===== config.mk =====
export PLATFORM = sky130hd
export DESIGN_NAME = call_dispatcher_flat
export DESIGN_NICKNAME = d
export VERILOG_FILES = /design/src/hdl/cd_pkg.sv /design/src/hdl/cd_if.sv /design/src/hdl/call_dispatcher.sv /design/src/hdl/cd_call_queue.sv /design/src/hdl/cd_server_bank.sv /design/src/flat_wrapper.sv
export SDC_FILE = /design/constraint.sdc
export NUM_CORES = 2
export LEC_CHECK = 0
export BUFFER_PORTS_ARGS = -buffer_cell sky130_fd_sc_hd__buf_2
export CAP_MARGIN = 5
export CORE_MARGIN = 2
export CORE_UTILIZATION = 56
export DETAILED_ROUTE_END_ITERATION = 10
export PLACE_DENSITY = 0.72
export SETUP_SLACK_MARGIN = 0.3
export SLEW_MARGIN = 20
export SYNTH_ARGS = -nofsm -noshare
export SYNTH_HDL_FRONTEND = slang
export SYNTH_SLANG_ARGS = --single-unit

===== constraint.sdc =====
create_clock -name clk -period 7.9 [get_ports clk]
set_clock_uncertainty 0.2 [all_clocks]
set_input_delay 1.58 -clock clk [delete_from_list [all_inputs] [get_ports clk]]
set_output_delay 1.58 -clock clk [all_outputs]
set_load 0.02 [all_outputs]

===== src/hdl/cd_pkg.sv =====
// shared types and constants of the call dispatcher
package cd_pkg;

	localparam int CALL_W = 31;
	localparam int HCNT_W = 32;
	localparam int WAIT_W = 16;

	localparam logic [4:0] SCOUNT_RESET = 5'd16;

	// action codes
	localparam logic [1:0] ACT_ADD  = 2'd0;
	localparam logic [1:0] ACT_DIST = 2'd1;
	localparam logic [1:0] ACT_DONE = 2'd2;

	// result status codes
	localparam logic [3:0] ST_QUEUED       = 4'd0;
	localparam logic [3:0] ST_BAD_CALL     = 4'd1;
	localparam logic [3:0] ST_FULL         = 4'd2;
	localparam logic [3:0] ST_ASSIGNED     = 4'd3;
	localparam logic [3:0] ST_EMPTY        = 4'd4;
	localparam logic [3:0] ST_ALL_BUSY     = 4'd5;
	localparam logic [3:0] ST_BAD_SERVER   = 4'd6;
	localparam logic [3:0] ST_ALREADY_FREE = 4'd7;
	localparam logic [3:0] ST_COMPLETED    = 4'd8;

	// call queue controls
	typedef struct packed {
		logic rd_en;
		logic push;
		logic pop;
	} q_ctrl_t;

	// server bank controls
	typedef struct packed {
		logic rd_en;
		logic assign_en;
		logic free_en;
	} srv_ctrl_t;

endpackage


===== src/hdl/cd_if.sv =====
// valid/ready channel interfaces for dispatch requests and results
interface cd_item_if;
	logic              valid;
	logic              ready;
	logic [1:0]        action;
	logic signed [31:0] call_id;
	logic [7:0]        server_id;

	modport source(output valid, action, call_id, server_id, input ready);
	modport sink(input valid, action, call_id, server_id, output ready);
endinterface

interface cd_result_if;
	logic        valid;
	logic        ready;
	logic [3:0]  status;
	logic [4:0]  named_server;
	logic [30:0] finished_call;
	logic [31:0] handled_total;
	logic [4:0]  assigned_server;
	logic [30:0] assigned_call;
	logic [4:0]  queued_count;
	logic [19:0] waiting_minutes;
	logic        any_busy;

	modport source(output valid, status, named_server, finished_call, handled_total,
		assigned_server, assigned_call, queued_count, waiting_minutes, any_busy,
		input ready);
	modport sink(input valid, status, named_server, finished_call, handled_total,
		assigned_server, assigned_call, queued_count, waiting_minutes, any_busy,
		output ready);
endinterface


===== src/hdl/call_dispatcher.sv =====
// call dispatcher top level: request decode, read-modify-write pass and result register
// a taken transaction is held until the result register is free, then committed into it;
// one transaction at a time: the queue and server memories are read in the accept cycle
//   and written back at commit, which waits for a free result register, and input ready
//   stays low over that pass
// reset: queue pointers, fill count, busy flags, handled-count valid bits and the
//   wait counter clear at once; server_count returns to 16; no memory clearing pass
module call_dispatcher #(
	parameter int MAX_SERVERS = 16,
	parameter int QUEUE_DEPTH = 16
) (
	input  logic              clk,
	input  logic              arst_n,
	cd_item_if.sink           item,
	cd_result_if.source       result,
	input  logic              cfg_we,
	input  logic [4:0]        cfg_wdata
);

	localparam int IW = (MAX_SERVERS > 1) ? $clog2(MAX_SERVERS) : 1;
	localparam int FW = $clog2(QUEUE_DEPTH + 1);

	// control state
	logic                      pend_q;
	logic                      oval_q;
	logic [4:0]                scount_q;
	logic [cd_pkg::WAIT_W-1:0] wait_q;

	// request captured for the write-back pass
	logic [1:0]        act_s1;
	logic signed [31:0] call_s1;
	logic [7:0]        sid_s1;

	// result register
	logic [3:0]                status_q;
	logic [4:0]                named_q;
	logic [cd_pkg::CALL_W-1:0] fin_q;
	logic [cd_pkg::HCNT_W-1:0] htot_q;
	logic [4:0]                asrv_q;
	logic [cd_pkg::CALL_W-1:0] acall_q;
	logic [4:0]                qcnt_q;
	logic [19:0]               wmin_q;
	logic                      anyb_q;

	// memory side
	cd_pkg::q_ctrl_t           qc;
	cd_pkg::srv_ctrl_t         sc;
	logic [cd_pkg::CALL_W-1:0] q_rd;
	logic [FW-1:0]             q_fill;
	logic [MAX_SERVERS-1:0]    busy;
	logic [cd_pkg::CALL_W-1:0] cur_rd;
	logic [cd_pkg::HCNT_W-1:0] hcnt_rd;

	// pass logic
	logic                      acc;
	logic                      commit;
	logic [7:0]                n_eff;
	logic [MAX_SERVERS-1:0]    in_use;
	logic [MAX_SERVERS-1:0]    ff_mask;
	logic [MAX_SERVERS-1:0]    busy_nx;
	logic                      ff_found;
	logic [IW-1:0]             ff_idx;
	logic                      sid_ok;
	logic [IW-1:0]             sidx;
	logic                      sid_busy;
	logic [cd_pkg::HCNT_W-1:0] hcnt_new;
	logic [3:0]                st_d;
	logic [4:0]                named_d;
	logic [cd_pkg::CALL_W-1:0] fin_d;
	logic [cd_pkg::HCNT_W-1:0] htot_d;
	logic [4:0]                asrv_d;
	logic [cd_pkg::CALL_W-1:0] acall_d;
	logic [cd_pkg::WAIT_W-1:0] wait_d;
	logic [FW-1:0]             fill_nx;

	// one transaction in flight; the result register may still hold the previous one
	assign item.ready = !pend_q;
	assign acc        = item.valid && item.ready;
	assign commit     = pend_q && (!oval_q || result.ready);

	cd_call_queue #(
		.DEPTH (QUEUE_DEPTH)
	) u_queue (
		.clk       (clk),
		.arst_n    (arst_n),
		.ctrl      (qc),
		.push_data (call_s1[cd_pkg::CALL_W-1:0]),
		.rd_data   (q_rd),
		.fill      (q_fill)
	);

	cd_server_bank #(
		.NSRV (MAX_SERVERS),
		.IW   (IW)
	) u_servers (
		.clk        (clk),
		.arst_n     (arst_n),
		.ctrl       (sc),
		.rd_idx     (IW'(item.server_id - 8'd1)),
		.asg_idx    (ff_idx),
		.asg_call   (q_rd),
		.free_idx   (sidx),
		.hcnt_wdata (hcnt_new),
		.busy       (busy),
		.cur_rd     (cur_rd),
		.hcnt_rd    (hcnt_rd)
	);

	// servers in use: a count of zero acts as one, too large a count as the maximum
	always_comb begin
		if (scount_q == 5'd0) begin
			n_eff = 8'd1;
		end else if ({3'b000, scount_q} > 8'(MAX_SERVERS)) begin
			n_eff = 8'(MAX_SERVERS);
		end else begin
			n_eff = {3'b000, scount_q};
		end
		for (int i = 0; i < MAX_SERVERS; i++) begin
			in_use[i] = (8'(i) < n_eff);
		end
	end

	assign sid_ok   = (sid_s1 != 8'd0) && (sid_s1 <= n_eff);
	assign sidx     = IW'(sid_s1 - 8'd1);
	assign sid_busy = sid_ok && busy[sidx];
	assign hcnt_new = (hcnt_rd == '1) ? hcnt_rd : hcnt_rd + cd_pkg::HCNT_W'(1);

	// lowest free server; a server freed by complete counts as free for auto distribute
	always_comb begin
		ff_mask = ~busy & in_use;
		if (act_s1 == cd_pkg::ACT_DONE && sid_busy) begin
			ff_mask[sidx] = 1'b1;
		end
		ff_found = |ff_mask;
		ff_idx   = '0;
		for (int i = MAX_SERVERS - 1; i >= 0; i--) begin
			if (ff_mask[i]) begin
				ff_idx = IW'(i);
			end
		end
	end

	// decode of the captured request
	always_comb begin
		// memory reads go out with the accepted transaction
		qc.rd_en     = acc;
		sc.rd_en     = acc;
		st_d         = cd_pkg::ST_BAD_CALL;
		named_d      = '0;
		fin_d        = '0;
		htot_d       = '0;
		asrv_d       = '0;
		acall_d      = '0;
		wait_d       = wait_q;
		qc.push      = 1'b0;
		qc.pop       = 1'b0;
		sc.assign_en = 1'b0;
		sc.free_en   = 1'b0;
		unique case (act_s1)
			cd_pkg::ACT_ADD: begin
				if (call_s1[31] || call_s1 == 32'sd0) begin
					st_d = cd_pkg::ST_BAD_CALL;
				end else if (q_fill >= FW'(QUEUE_DEPTH)) begin
					st_d = cd_pkg::ST_FULL;
				end else begin
					st_d    = cd_pkg::ST_QUEUED;
					qc.push = commit;
					if (!ff_found && wait_q != '1) begin
						wait_d = wait_q + cd_pkg::WAIT_W'(1);
					end
				end
			end
			cd_pkg::ACT_DIST: begin
				if (q_fill == '0) begin
					st_d = cd_pkg::ST_EMPTY;
				end else if (!ff_found) begin
					st_d = cd_pkg::ST_ALL_BUSY;
				end else begin
					st_d         = cd_pkg::ST_ASSIGNED;
					qc.pop       = commit;
					sc.assign_en = commit;
					asrv_d       = 5'({1'b0, ff_idx} + (IW + 1)'(1));
					acall_d      = q_rd;
				end
			end
			cd_pkg::ACT_DONE: begin
				if (!sid_ok) begin
					st_d = cd_pkg::ST_BAD_SERVER;
				end else if (!sid_busy) begin
					st_d    = cd_pkg::ST_ALREADY_FREE;
					named_d = sid_s1[4:0];
					htot_d  = hcnt_rd;
				end else begin
					st_d       = cd_pkg::ST_COMPLETED;
					named_d    = sid_s1[4:0];
					fin_d      = cur_rd;
					htot_d     = hcnt_new;
					sc.free_en = commit;
					// waiting calls go straight to the lowest free server
					if (q_fill != '0) begin
						qc.pop       = commit;
						sc.assign_en = commit;
						asrv_d       = 5'({1'b0, ff_idx} + (IW + 1)'(1));
						acall_d      = q_rd;
					end
				end
			end
			default: begin
				st_d = cd_pkg::ST_BAD_CALL;
			end
		endcase
	end

	// view of busy flags and fill after this pass
	always_comb begin
		busy_nx = busy;
		if (sc.free_en) begin
			busy_nx[sidx] = 1'b0;
		end
		if (sc.assign_en) begin
			busy_nx[ff_idx] = 1'b1;
		end
		fill_nx = q_fill;
		if (qc.push) begin
			fill_nx = q_fill + FW'(1);
		end else if (qc.pop) begin
			fill_nx = q_fill - FW'(1);
		end
	end

	always_ff @(posedge clk or negedge arst_n) begin
		if (!arst_n) begin
			pend_q   <= 1'b0;
			oval_q   <= 1'b0;
			scount_q <= cd_pkg::SCOUNT_RESET;
			wait_q   <= '0;
		end else begin
			if (cfg_we) begin
				scount_q <= cfg_wdata;
			end
			if (acc) begin
				pend_q <= 1'b1;
			end else if (commit) begin
				pend_q <= 1'b0;
			end
			if (commit) begin
				oval_q <= 1'b1;
				wait_q <= wait_d;
			end else if (result.ready) begin
				oval_q <= 1'b0;
			end
		end
	end

	always_ff @(posedge clk) begin
		if (acc) begin
			act_s1  <= item.action;
			call_s1 <= item.call_id;
			sid_s1  <= item.server_id;
		end
		if (commit) begin
			status_q <= st_d;
			named_q  <= named_d;
			fin_q    <= fin_d;
			htot_q   <= htot_d;
			asrv_q   <= asrv_d;
			acall_q  <= acall_d;
			qcnt_q   <= 5'(fill_nx);
			// wait counter times ten as two shifted adds
			wmin_q   <= 20'({wait_d, 3'b000}) + 20'({wait_d, 1'b0});
			anyb_q   <= |(busy_nx & in_use);
		end
	end

	assign result.valid           = oval_q;
	assign result.status          = status_q;
	assign result.named_server    = named_q;
	assign result.finished_call   = fin_q;
	assign result.handled_total   = htot_q;
	assign result.assigned_server = asrv_q;
	assign result.assigned_call   = acall_q;
	assign result.queued_count    = qcnt_q;
	assign result.waiting_minutes = wmin_q;
	assign result.any_busy        = anyb_q;

`ifndef SYNTH
	a_fill_bound: assert property (@(posedge clk) disable iff (!arst_n)
		q_fill <= FW'(QUEUE_DEPTH))
		else $error("queue fill above depth");

	a_no_overlap: assert property (@(posedge clk) disable iff (!arst_n)
		acc |=> pend_q && !item.ready)
		else $error("new transaction taken during write-back pass");

	a_commit_result: assert property (@(posedge clk) disable iff (!arst_n)
		commit |=> result.valid && result.queued_count == 5'(q_fill))
		else $error("result does not match queue fill after commit");

	a_assign_status: assert property (@(posedge clk) disable iff (!arst_n)
		result.valid && result.assigned_server != 5'd0 |->
			(result.status == cd_pkg::ST_ASSIGNED || result.status == cd_pkg::ST_COMPLETED))
		else $error("assigned server with wrong status");

	a_pop_nonempty: assert property (@(posedge clk) disable iff (!arst_n)
		qc.pop |-> q_fill != '0 && sc.assign_en)
		else $error("queue pop without assignment or from empty queue");
`endif

endmodule


===== src/hdl/cd_call_queue.sv =====
// call id queue: circular buffer memory with head, tail and fill count
module cd_call_queue #(
	parameter int DEPTH = 16
) (
	input  logic                       clk,
	input  logic                       arst_n,
	input  cd_pkg::q_ctrl_t            ctrl,
	input  logic [cd_pkg::CALL_W-1:0]  push_data,
	output logic [cd_pkg::CALL_W-1:0]  rd_data,
	output logic [$clog2(DEPTH+1)-1:0] fill
);

	localparam int AW = $clog2(DEPTH);
	localparam int FW = $clog2(DEPTH + 1);

	logic [cd_pkg::CALL_W-1:0] mem [DEPTH];
	logic [cd_pkg::CALL_W-1:0] rd_q;
	logic [AW-1:0]             head_q;
	logic [AW-1:0]             tail_q;
	logic [FW-1:0]             fill_q;

	function automatic logic [AW-1:0] wrap_next(input logic [AW-1:0] p);
		return (p == AW'(DEPTH - 1)) ? '0 : p + AW'(1);
	endfunction

	always_ff @(posedge clk or negedge arst_n) begin
		if (!arst_n) begin
			head_q <= '0;
			tail_q <= '0;
			fill_q <= '0;
		end else begin
			if (ctrl.push) begin
				tail_q <= wrap_next(tail_q);
				fill_q <= fill_q + FW'(1);
			end else if (ctrl.pop) begin
				head_q <= wrap_next(head_q);
				fill_q <= fill_q - FW'(1);
			end
		end
	end

	// head entry is read when a transaction is taken, written back entries at commit
	always_ff @(posedge clk) begin
		if (ctrl.push) begin
			mem[tail_q] <= push_data;
		end
		if (ctrl.rd_en) begin
			rd_q <= mem[head_q];
		end
	end

	assign rd_data = rd_q;
	assign fill    = fill_q;

endmodule


===== src/hdl/cd_server_bank.sv =====
// per-server state: busy flags, current call memory, handled count memory
module cd_server_bank #(
	parameter int NSRV = 16,
	parameter int IW   = 4
) (
	input  logic                      clk,
	input  logic                      arst_n,
	input  cd_pkg::srv_ctrl_t         ctrl,
	input  logic [IW-1:0]             rd_idx,
	input  logic [IW-1:0]             asg_idx,
	input  logic [cd_pkg::CALL_W-1:0] asg_call,
	input  logic [IW-1:0]             free_idx,
	input  logic [cd_pkg::HCNT_W-1:0] hcnt_wdata,
	output logic [NSRV-1:0]           busy,
	output logic [cd_pkg::CALL_W-1:0] cur_rd,
	output logic [cd_pkg::HCNT_W-1:0] hcnt_rd
);

	logic [cd_pkg::CALL_W-1:0] cur_mem  [NSRV];
	logic [cd_pkg::HCNT_W-1:0] hcnt_mem [NSRV];
	logic [NSRV-1:0]           busy_q;
	logic [NSRV-1:0]           busy_d;
	logic [NSRV-1:0]           hvalid_q;
	logic [cd_pkg::CALL_W-1:0] cur_rd_q;
	logic [cd_pkg::HCNT_W-1:0] hcnt_rd_q;
	logic                      hval_q;

	// assign after free so a server freed and reloaded in one pass stays busy
	always_comb begin
		busy_d = busy_q;
		if (ctrl.free_en) begin
			busy_d[free_idx] = 1'b0;
		end
		if (ctrl.assign_en) begin
			busy_d[asg_idx] = 1'b1;
		end
	end

	always_ff @(posedge clk or negedge arst_n) begin
		if (!arst_n) begin
			busy_q   <= '0;
			hvalid_q <= '0;
		end else begin
			busy_q <= busy_d;
			if (ctrl.free_en) begin
				hvalid_q[free_idx] <= 1'b1;
			end
		end
	end

	// a current call is only used while its server is busy, so it needs no clear
	always_ff @(posedge clk) begin
		if (ctrl.assign_en) begin
			cur_mem[asg_idx] <= asg_call;
		end
		if (ctrl.free_en) begin
			hcnt_mem[free_idx] <= hcnt_wdata;
		end
		if (ctrl.rd_en) begin
			cur_rd_q  <= cur_mem[rd_idx];
			hcnt_rd_q <= hcnt_mem[rd_idx];
			hval_q    <= hvalid_q[rd_idx];
		end
	end

	assign busy    = busy_q;
	assign cur_rd  = cur_rd_q;
	assign hcnt_rd = hval_q ? hcnt_rd_q : '0;

endmodule

===== src/flat_wrapper.sv =====
// flat-port wrapper written by rule: the top's interface ports become plain ports
module call_dispatcher_flat 
#(
	parameter int MAX_SERVERS = 16,
	parameter int QUEUE_DEPTH = 16
)
  (clk, arst_n, cfg_we, cfg_wdata, item_valid, item_action, item_call_id, item_server_id, item_ready, result_valid, result_status, result_named_server, result_finished_call, result_handled_total, result_assigned_server, result_assigned_call, result_queued_count, result_waiting_minutes, result_any_busy, result_ready);
  cd_item_if item_i ();
  cd_result_if result_i ();
  input  logic clk;
  input  logic arst_n;
  input  logic cfg_we;
  input  logic [4:0] cfg_wdata;
  input wire logic [$bits(item_i.valid)-1:0] item_valid;
  input wire logic [$bits(item_i.action)-1:0] item_action;
  input wire logic [$bits(item_i.call_id)-1:0] item_call_id;
  input wire logic [$bits(item_i.server_id)-1:0] item_server_id;
  output wire logic [$bits(item_i.ready)-1:0] item_ready;
  output wire logic [$bits(result_i.valid)-1:0] result_valid;
  output wire logic [$bits(result_i.status)-1:0] result_status;
  output wire logic [$bits(result_i.named_server)-1:0] result_named_server;
  output wire logic [$bits(result_i.finished_call)-1:0] result_finished_call;
  output wire logic [$bits(result_i.handled_total)-1:0] result_handled_total;
  output wire logic [$bits(result_i.assigned_server)-1:0] result_assigned_server;
  output wire logic [$bits(result_i.assigned_call)-1:0] result_assigned_call;
  output wire logic [$bits(result_i.queued_count)-1:0] result_queued_count;
  output wire logic [$bits(result_i.waiting_minutes)-1:0] result_waiting_minutes;
  output wire logic [$bits(result_i.any_busy)-1:0] result_any_busy;
  input wire logic [$bits(result_i.ready)-1:0] result_ready;
  assign item_i.valid = item_valid;
  assign item_i.action = item_action;
  assign item_i.call_id = item_call_id;
  assign item_i.server_id = item_server_id;
  assign item_ready = item_i.ready;
  assign result_valid = result_i.valid;
  assign result_status = result_i.status;
  assign result_named_server = result_i.named_server;
  assign result_finished_call = result_i.finished_call;
  assign result_handled_total = result_i.handled_total;
  assign result_assigned_server = result_i.assigned_server;
  assign result_assigned_call = result_i.assigned_call;
  assign result_queued_count = result_i.queued_count;
  assign result_waiting_minutes = result_i.waiting_minutes;
  assign result_any_busy = result_i.any_busy;
  assign result_i.ready = result_ready;
  call_dispatcher #(.MAX_SERVERS(MAX_SERVERS), .QUEUE_DEPTH(QUEUE_DEPTH)) u_core (.clk(clk), .arst_n(arst_n), .item(item_i), .result(result_i), .cfg_we(cfg_we), .cfg_wdata(cfg_wdata));
endmodule

# [After elaboration in Yosys (flattened, before gate mapping)]
# Memory sizes are Yosys's and may differ from the RTL's. A register that Yosys moved wholly into a read port is not among the register bits.
# Cells that the tools add are included.
# W data, S select, Z words.
[totals] reg_bits=245 n_memories=3 rom_bits=0 latchBits=0 ram_bits=1504 out_inout_bits=136
[op_classes] shifts=0 bitwise_logic=9 n_eq_ne=6 div=0 order_cmp=24 reduce_logical=26 multipliers=0 addsub=10 muxes=82
[mem_list] name="u_core.u_servers.hcnt_mem" depth=16 width=32 read_ports=1 rd_ports_with_merged_regs=1 wr=1 line_no="cd_server_bank.sv:20" source="logic [cd_pkg::HCNT_W-1:0] hcnt_mem [NSRV];"
[mem_list] name="u_core.u_queue.mem" depth=16 width=31 read_ports=1 rd_ports_with_merged_regs=1 wr=1 line_no="cd_call_queue.sv:16" source="logic [cd_pkg::CALL_W-1:0] mem [DEPTH];"
[mem_list] name="u_core.u_servers.cur_mem" depth=16 width=31 read_ports=1 rd_ports_with_merged_regs=1 wr=1 line_no="cd_server_bank.sv:19" source="logic [cd_pkg::CALL_W-1:0] cur_mem [NSRV];"
[op_table] op="$mux W31" n=5
[op_table] op="$mux W16" n=7
[op_table] op="$mux W32" n=3
[op_table] op="$mux W4" n=21
[op_table] op="$lt A4 B8 Y1 const A" n=8
[op_table] op="$pmux W31 S2" n=1
[op_table] op="$and A16 B16 Y16" n=3
[op_table] op="$or A16 B16 Y16" n=3
[op_table] op="$mux W5" n=8
[op_table] op="$add A32 B1 Y32 const B" n=1
[op_table] op="$eq A32 B32 Y1 const B" n=1
[op_table] op="$logic_not A32 Y1" n=1
[op_table] op="$lt A3 B8 Y1 const A" n=4
[op_table] op="$not A16 Y16" n=2
[op_table] op="$reduce_or A16 Y1" n=2
[op_table] op="$mux W1" n=23
[op_table] op="$add A19 B17 Y20" n=1
[op_table] op="$add A16 B1 Y16 const B" n=1
[op_table] op="$lt A1 B8 Y1 const A" n=2
[op_table] op="$lt A2 B8 Y1 const A" n=2
[op_table] op="$ne A16 B16 Y1 const B" n=1
[op_table] op="$lt A4 B5 Y1 const B" n=3
[op_table] op="$pmux W4 S3" n=1
[op_table] op="$logic_not A5 Y1" n=2
[op_table] op="other kinds (29)" n=51

# [Logic depth before layout (Yosys ltp)]
[depth] depth_word=32 ltp_mapped=27

# [Cells and area by module]
# From an unflattened synthesis, not the netlist that was laid out.
[hier_totals] cells_unflattened=3744 hier_area_um2=72907.4
[modules_own_cells] module="cd_server_bank" cells_each=1770 area_each_um2=41148.2 n_inst=1
[modules_own_cells] module="cd_call_queue" cells_each=946 area_each_um2=20633.5 n_inst=1
[modules_own_cells] module="call_dispatcher" cells_each=1028 area_each_um2=11125.7 n_inst=1

# [Worst setup path after synthesis]
# OpenSTA, ideal clock, no wires.
[synth_timing] path_type="input-to-reg" startpoint="in result_ready" endpoint="mem u_core.u_servers.hcnt_mem[0][0] (netlist name), enable pin" required_ns=7.278 path_slack_ns=-0.530 cell_stages=6 arrival_ns=7.808 setup_ns=0.422 cell_sequence="nand2b_1 nand2_1 inv_1 buf_1 nand2_1 nor2_1"
[synth_via] elab_chain_cells=7
[synth_rtl] item="start: declaration" line_no="flat_wrapper.sv:29" source="input wire logic [$bits(result_i.ready)-1:0] result_ready;"
[synth_rtl] item="$logic_or A1 B1 Y1" line_no="call_dispatcher.sv:79" source="assign commit = pend_q && (!oval_q || result.ready);"
[synth_rtl] item="$logic_and A1 B1 Y1" line_no="call_dispatcher.sv:79"
[synth_rtl] item="via u_core.commit" line_no="call_dispatcher.sv:56" source="logic commit;"
[synth_rtl] item="$mux W2" line_no="call_dispatcher.sv:189" source="end else if (!sid_busy) begin"
[synth_rtl] item="$mux W2" line_no="call_dispatcher.sv:187" source="if (!sid_ok) begin"
[synth_rtl] item="$mux W1" line_no="call_dispatcher.sv:159" source="unique case (act_s1)"
[synth_rtl] item="$mux W1" line_no="cd_server_bank.sv:56" source="if (ctrl.free_en) begin"
[synth_rtl] item="$mux W1 (implied by the code)" line_no="cd_server_bank.sv:57" source="hcnt_mem[free_idx] <= hcnt_wdata;"
[synth_rtl] item="end: declaration" line_no="cd_server_bank.sv:20"
# The timed path passes the listed nets, and every way through them passes these cells.

# [Worst setup path after layout]
[layout_timing] startpoint="reg u_core.scount_q[3]" endpoint="reg u_core.wmin_q[18] (netlist: u_core.result.waiting_minutes[18]), data pin"
[layout_via] elab_chain_cells=16
[layout_rtl] item="start: declaration" line_no="call_dispatcher.sv:26" source="logic [4:0] scount_q;"
[layout_rtl] item="start signal: assignment" line_no="call_dispatcher.sv:235" source="scount_q <= cd_pkg::SCOUNT_RESET;"
[layout_rtl] item="start signal: assignment" line_no="call_dispatcher.sv:239" source="scount_q <= cfg_wdata;"
[layout_rtl] item="$gt A5 B5 Y1" line_no="call_dispatcher.sv:113" source="end else if ({3'b000, scount_q} > 8'(MAX_SERVERS)) begin"
[layout_rtl] item="$mux W5" line_no="call_dispatcher.sv:113"
[layout_rtl] item="$mux W8 (*)" line_no="call_dispatcher.sv:111" source="if (scount_q == 5'd0) begin"
[layout_rtl] item="$le A8 B8 Y1" line_no="call_dispatcher.sv:123" source="assign sid_ok = (sid_s1 != 8'd0) && (sid_s1 <= n_eff);"
[layout_rtl] item="$logic_and A1 B1 Y1" line_no="call_dispatcher.sv:123"
[layout_rtl] item="$logic_and A1 B1 Y1" line_no="call_dispatcher.sv:125" source="assign sid_busy = sid_ok && busy[sidx];"
[layout_rtl] item="$logic_and A1 B1 Y1" line_no="call_dispatcher.sv:131" source="if (act_s1 == cd_pkg::ACT_DONE && sid_busy) begin"
[layout_rtl] item="$mux W16 (*)" line_no="call_dispatcher.sv:131"
[layout_rtl] item="$reduce_or A16 Y1 (*)" line_no="call_dispatcher.sv:134" source="ff_found = |ff_mask;"
[layout_rtl] item="$logic_not A1 Y1 (*)" line_no="call_dispatcher.sv:168" source="if (!ff_found && wait_q != '1) begin"
[layout_rtl] item="$logic_and A1 B1 Y1 (*)" line_no="call_dispatcher.sv:168"
[layout_rtl] item="$mux W16 (*)" line_no="call_dispatcher.sv:168"
[layout_rtl] item="$mux W16 (*)" line_no="call_dispatcher.sv:163" source="end else if (q_fill >= FW'(QUEUE_DEPTH)) begin"
[layout_rtl] item="$mux W16 (*)" line_no="call_dispatcher.sv:161" source="if (call_s1[31] || call_s1 == 32'sd0) begin"
[layout_rtl] item="$mux W16 (*)" line_no="call_dispatcher.sv:159"
[layout_rtl] item="via u_core.wait_d (one bit)" line_no="call_dispatcher.sv:73" source="logic [cd_pkg::WAIT_W-1:0] wait_d;"
[layout_rtl] item="$add A19 B17 Y20 (*)" line_no="call_dispatcher.sv:270" source="wmin_q <= 20'({wait_d, 3'b000}) + 20'({wait_d, 1'b0});"
[layout_rtl] item="end signal: assignment" line_no="call_dispatcher.sv:270"
[layout_rtl] item="end: declaration" line_no="call_dispatcher.sv:42" source="logic [19:0] wmin_q;"
# Mark *: on every way through the listed nets, which the timed path passes. The rest lies on a longest branch.
# A chain may end at the register's enable or synchronous reset.

==> results.sh <==
export IMPL_synth_top_family_by_area="multiplexers"
export IMPL_grt_start_max_net_pins=108
export IMPL_synth_xor_area_frac=0.0132
export IMPL_relSlewSlack=0.237
export IMPL_cts_sinks=1842
export IMPL_path_clk_slew_ps=60
export IMPL_clock_fmax_mhz=145
export IMPL_gp_congestion=0.898
export IMPL_drive_above_1_share=0.294
export IMPL_wl_per_cell_um=29.7
export IMPL_setup_viol=0
export IMPL_worst_path_buf_inv=3
export IMPL_insertion_delay_ps=800
export IMPL_grt_usage=0.256
export IMPL_hold_buffers=0
export IMPL_crit_end="u_core.result.waiting_minutes[18]"
export IMPL_antenna_found_initial=2
export IMPL_port_buffers=186
export IMPL_syn_to_final_growth_pct=13.1
export IMPL_leakage_nw=26.8
export IMPL_cts_htree_levels=4
export IMPL_reg2reg_slack_ps=980
export IMPL_ys_ff_latch=1842
export IMPL_synth_area_mux_share=0.151
export IMPL_async_flop_share=0.0369
export IMPL_peakVddDrop_v=0.000308
export IMPL_cp_top_family="compound AO/OA/AOI/OAI gates"
export IMPL_tritoncts="yes"
export IMPL_cp_depth=24
export IMPL_drt_initial_drc_count=4332
export IMPL_yosysWarningCount=0
export IMPL_post_drt_via_cell_ratio=6.33
export IMPL_wirelength_mm=167
export IMPL_path_max_fanout=14
export IMPL_crit_top_cell="buf_4"
export IMPL_end_kind="register"
export IMPL_synth_cell_types=93
export IMPL_numCtsBuffers=179
export IMPL_grt_pass1_wl_mm=244
export IMPL_p_per_area_mw_per_mm2=301
export IMPL_slew_viol_final=0
export IMPL_status="complete, no violations"
export IMPL_yosysTopAreaCell="edfxtp_1"
export IMPL_crit_path_start="u_core.scount_q[3]"
export IMPL_syn_area_per_cell_sq_um=21.1
export IMPL_synth_area_sq_mm=0.0725
export IMPL_clockBufferDepth=3
export IMPL_slowest_stage="nor2b_1"
export IMPL_ys_seq_area_frac=0.758
export IMPL_vias=35600
export IMPL_crit_arrival_ps=7230
export IMPL_grt_ovfl_total=0
export IMPL_cap_violations=0
export IMPL_synth_edf_count=1774
export IMPL_crit_required_ps=8220
export IMPL_hold_viol_final=0
export IMPL_drc=0
export IMPL_post_cts_buffers=0
export IMPL_r2r_cells=24
export IMPL_cts_resized_gates=0
export IMPL_r2r_end="u_core.result.waiting_minutes[18]"
export IMPL_start_util=0.562
export IMPL_dp_hpwl_mm=90.8
export IMPL_die_w_um=364
export IMPL_hold_class="reg -> reg"
export IMPL_start_kind="register"
export IMPL_drtAntennaViolNets=0
export IMPL_dieArea_sq_mm=0.132
export IMPL_power_mw=24.7
export IMPL_ys_flop_type="edfxtp_1"
export IMPL_crit_path_max_incr_delay_ps=580
export IMPL_worstMarginPinSlew_ps=1140
export IMPL_timing_setup_tns_ps=0
export IMPL_clock_root_buffer="clkbuf_16"
export IMPL_path_class="reg -> reg"
export IMPL_synthSimpleGateAreaFrac=0.0401
export IMPL_synthAdderAreaFrac=0.00735
export IMPL_synth_top_area_frac=0.735
export IMPL_cp_cell_sequence="buf_4 > or3_1 > o22ai_1 > ha_1 > and3_1 > a31oi_1 > o31ai_1 > buf_4 > nand2_1 > o211a_1 > nor2b_1 > nand4_2 > buf_4 > xnor2_1 > ha_1 > a21o_1 > a21oi_1 > o21a_1 > o31ai_1 > o41ai_1 > nor3_1 > a2111oi_0 > a21oi_2 > xnor2_1"
export IMPL_row_count=132
export IMPL_synthesis_nets=3530
export IMPL_rsz0062_at_grt="false"
export IMPL_synth_cells=3436
export IMPL_period_needed_ps=6920
export IMPL_r2r_start="u_core.scount_q[3]"
export IMPL_first_pass_iters=5
export IMPL_layout_nets=3826
export IMPL_coreArea_sq_mm=0.129
export IMPL_ios=188
export IMPL_timing_final_crit_share=0.876
export IMPL_grt_pass1_vias=36200
export IMPL_synth_compound_area_frac=0.0188
export IMPL_synth_area_leaders="edfxtp_1 73%, mux4_2 15%, dfrtp_1 2.3%, and2_1 0.80%, xnor2_1 0.74%"
export IMPL_die_h_um=364
-- cells by family (layout without fill, tap and decap cells) --
logic type	after synthesis	after routing
AOI/OAI and AO/OA	187	187
xor gates and xnor gates	109	109
adders and majority gates	42	42
buffers and inverters	212	660
DFF	1842	1842
muxes	489	489
other	1	3
and+or+nand+nor	554	554
-- per-layer routing --
metal  vias to the layer above  routed length [um]  global-route usage
li1                      14800                   -                   -
met1                     18900               66900               0.363
met3                       268               12600              0.0463
met5                         -                   0                   0
met2                      1662               83700               0.415
met4                         0                4000              0.0736
-- sequential cells by signal, indices dropped and copies added (netlist names), 8 cells and up --
register and count:
u_core.u_servers.hvalid_q 16, u_core.result.waiting_minutes 19, u_core.u_servers.hcnt_rd_q 32, u_core.result.finished_call 31, u_core.u_queue.rd_data 31, u_core.u_servers.hcnt_mem 512, u_core.u_servers.cur_mem 496, u_core.result.assigned_call 31
u_core.sid_s1 8, u_core.u_servers.cur_rd 31, u_core.call_s1 32, u_core.u_queue.mem 496, u_core.result.handled_total 32, u_core.wait_q 16, u_core.u_servers.busy 16
-- power by group --
| part | switching, mW | internal (mW) |
|---|---|---|
| logic | 2.17 | 1.45 |
| clock network | 3.64 | 4.90 |
| registers | 0.711 | 11.8 |
| total | 6.52 | 18.2 |
-- cell usage in the layout, fill, tap and decap left out, types with 45 or more instances in the layout --
| cell type | instances |
|---|---|
| inv_1 | 50 |
| clkbuf_16 | 184 |
| and2_1 | 81 |
| xor2_1 | 45 |
| xnor2_1 | 47 |
| edfxtp_1 | 1774 |
| buf_4 | 77 |
| nand2_1 | 119 |
| buf_2 | 184 |
| nor2_1 | 111 |
| mux4_2 | 481 |
| dfrtp_1 | 63 |
-- final cells by class --
class | instances | area (sq um)
antenna | 2 | 5.00
clock buffer | 221 | 4770
clock inverter | 112 | 1110
fill | 8567 | 47000
inverter | 58 | 223
multi-input combinational | 1382 | 17000
sequential | 1842 | 55000
tap | 1742 | 2180
timing repair buffer | 269 | 1660
-- metrics by stage --
stage | hold WS [ps] | std cells | utilization | worst slack [ps] | instance area, sq um
floorplan | 229 | 3436 | - | 933 | 72500
CTS | 266 | 5625 | 0.634 | 917 | 81800
detailed placement | 250 | 5292 | 0.589 | 984 | 76000
finish | 271 | 5628 | 0.636 | 983 | 82000
global route | 284 | 5626 | 0.636 | 400 | 82000
global placement | 244 | 5292 | 0.589 | 996 | 75900
-- how the worst min path moves through the flow --
| stage | cells past startpoint | from | slack, ps | to |
|---|---|---|---|---|
| finish | 1 | u_core.u_servers.hvalid_q[6] | 270 | u_core.u_servers.hvalid_q[6] |
| global route | 1 | u_core.u_servers.hvalid_q[14] | 280 | u_core.u_servers.hvalid_q[14] |
| CTS | 1 | u_core.u_servers.hvalid_q[6] | 270 | u_core.u_servers.hvalid_q[6] |
| detailed placement | 1 | u_core.u_servers.hvalid_q[9] | 250 | u_core.u_servers.hvalid_q[9] |
| global placement | 1 | u_core.u_servers.hvalid_q[12] | 240 | u_core.u_servers.hvalid_q[12] |
| floorplan | 1 | u_core.u_servers.hvalid_q[5] | 230 | u_core.u_servers.hvalid_q[5] |
-- synthesized netlist by cell type (all sizes together), types with 3 or more instances --
master   number
nand2b       19
a211oi        6
mux4        481
mux2          7
o31a          8
ha           41
nor2b         8
o22ai         3
o31ai        12
or4           4
buf          45
o211ai        5
o21ai        38
xor2         48
and3         16
dfrtp        67
clkbuf      109
nand3        42
and2         94
nand2       120
a21boi        5
xnor2        61
and4          4
or3          14
o21bai        5
a2111oi       3
o41ai         9
nor3         34
a41oi         3
a22oi         3
nand4        24
a221oi        4
a21oi        30
o21a          8
or2          16
a22o          4
a21o          8
a31oi        11
inv          57
edfxtp     1774
nor4         25
nor2        127
(Power assumes the default switching activity.)
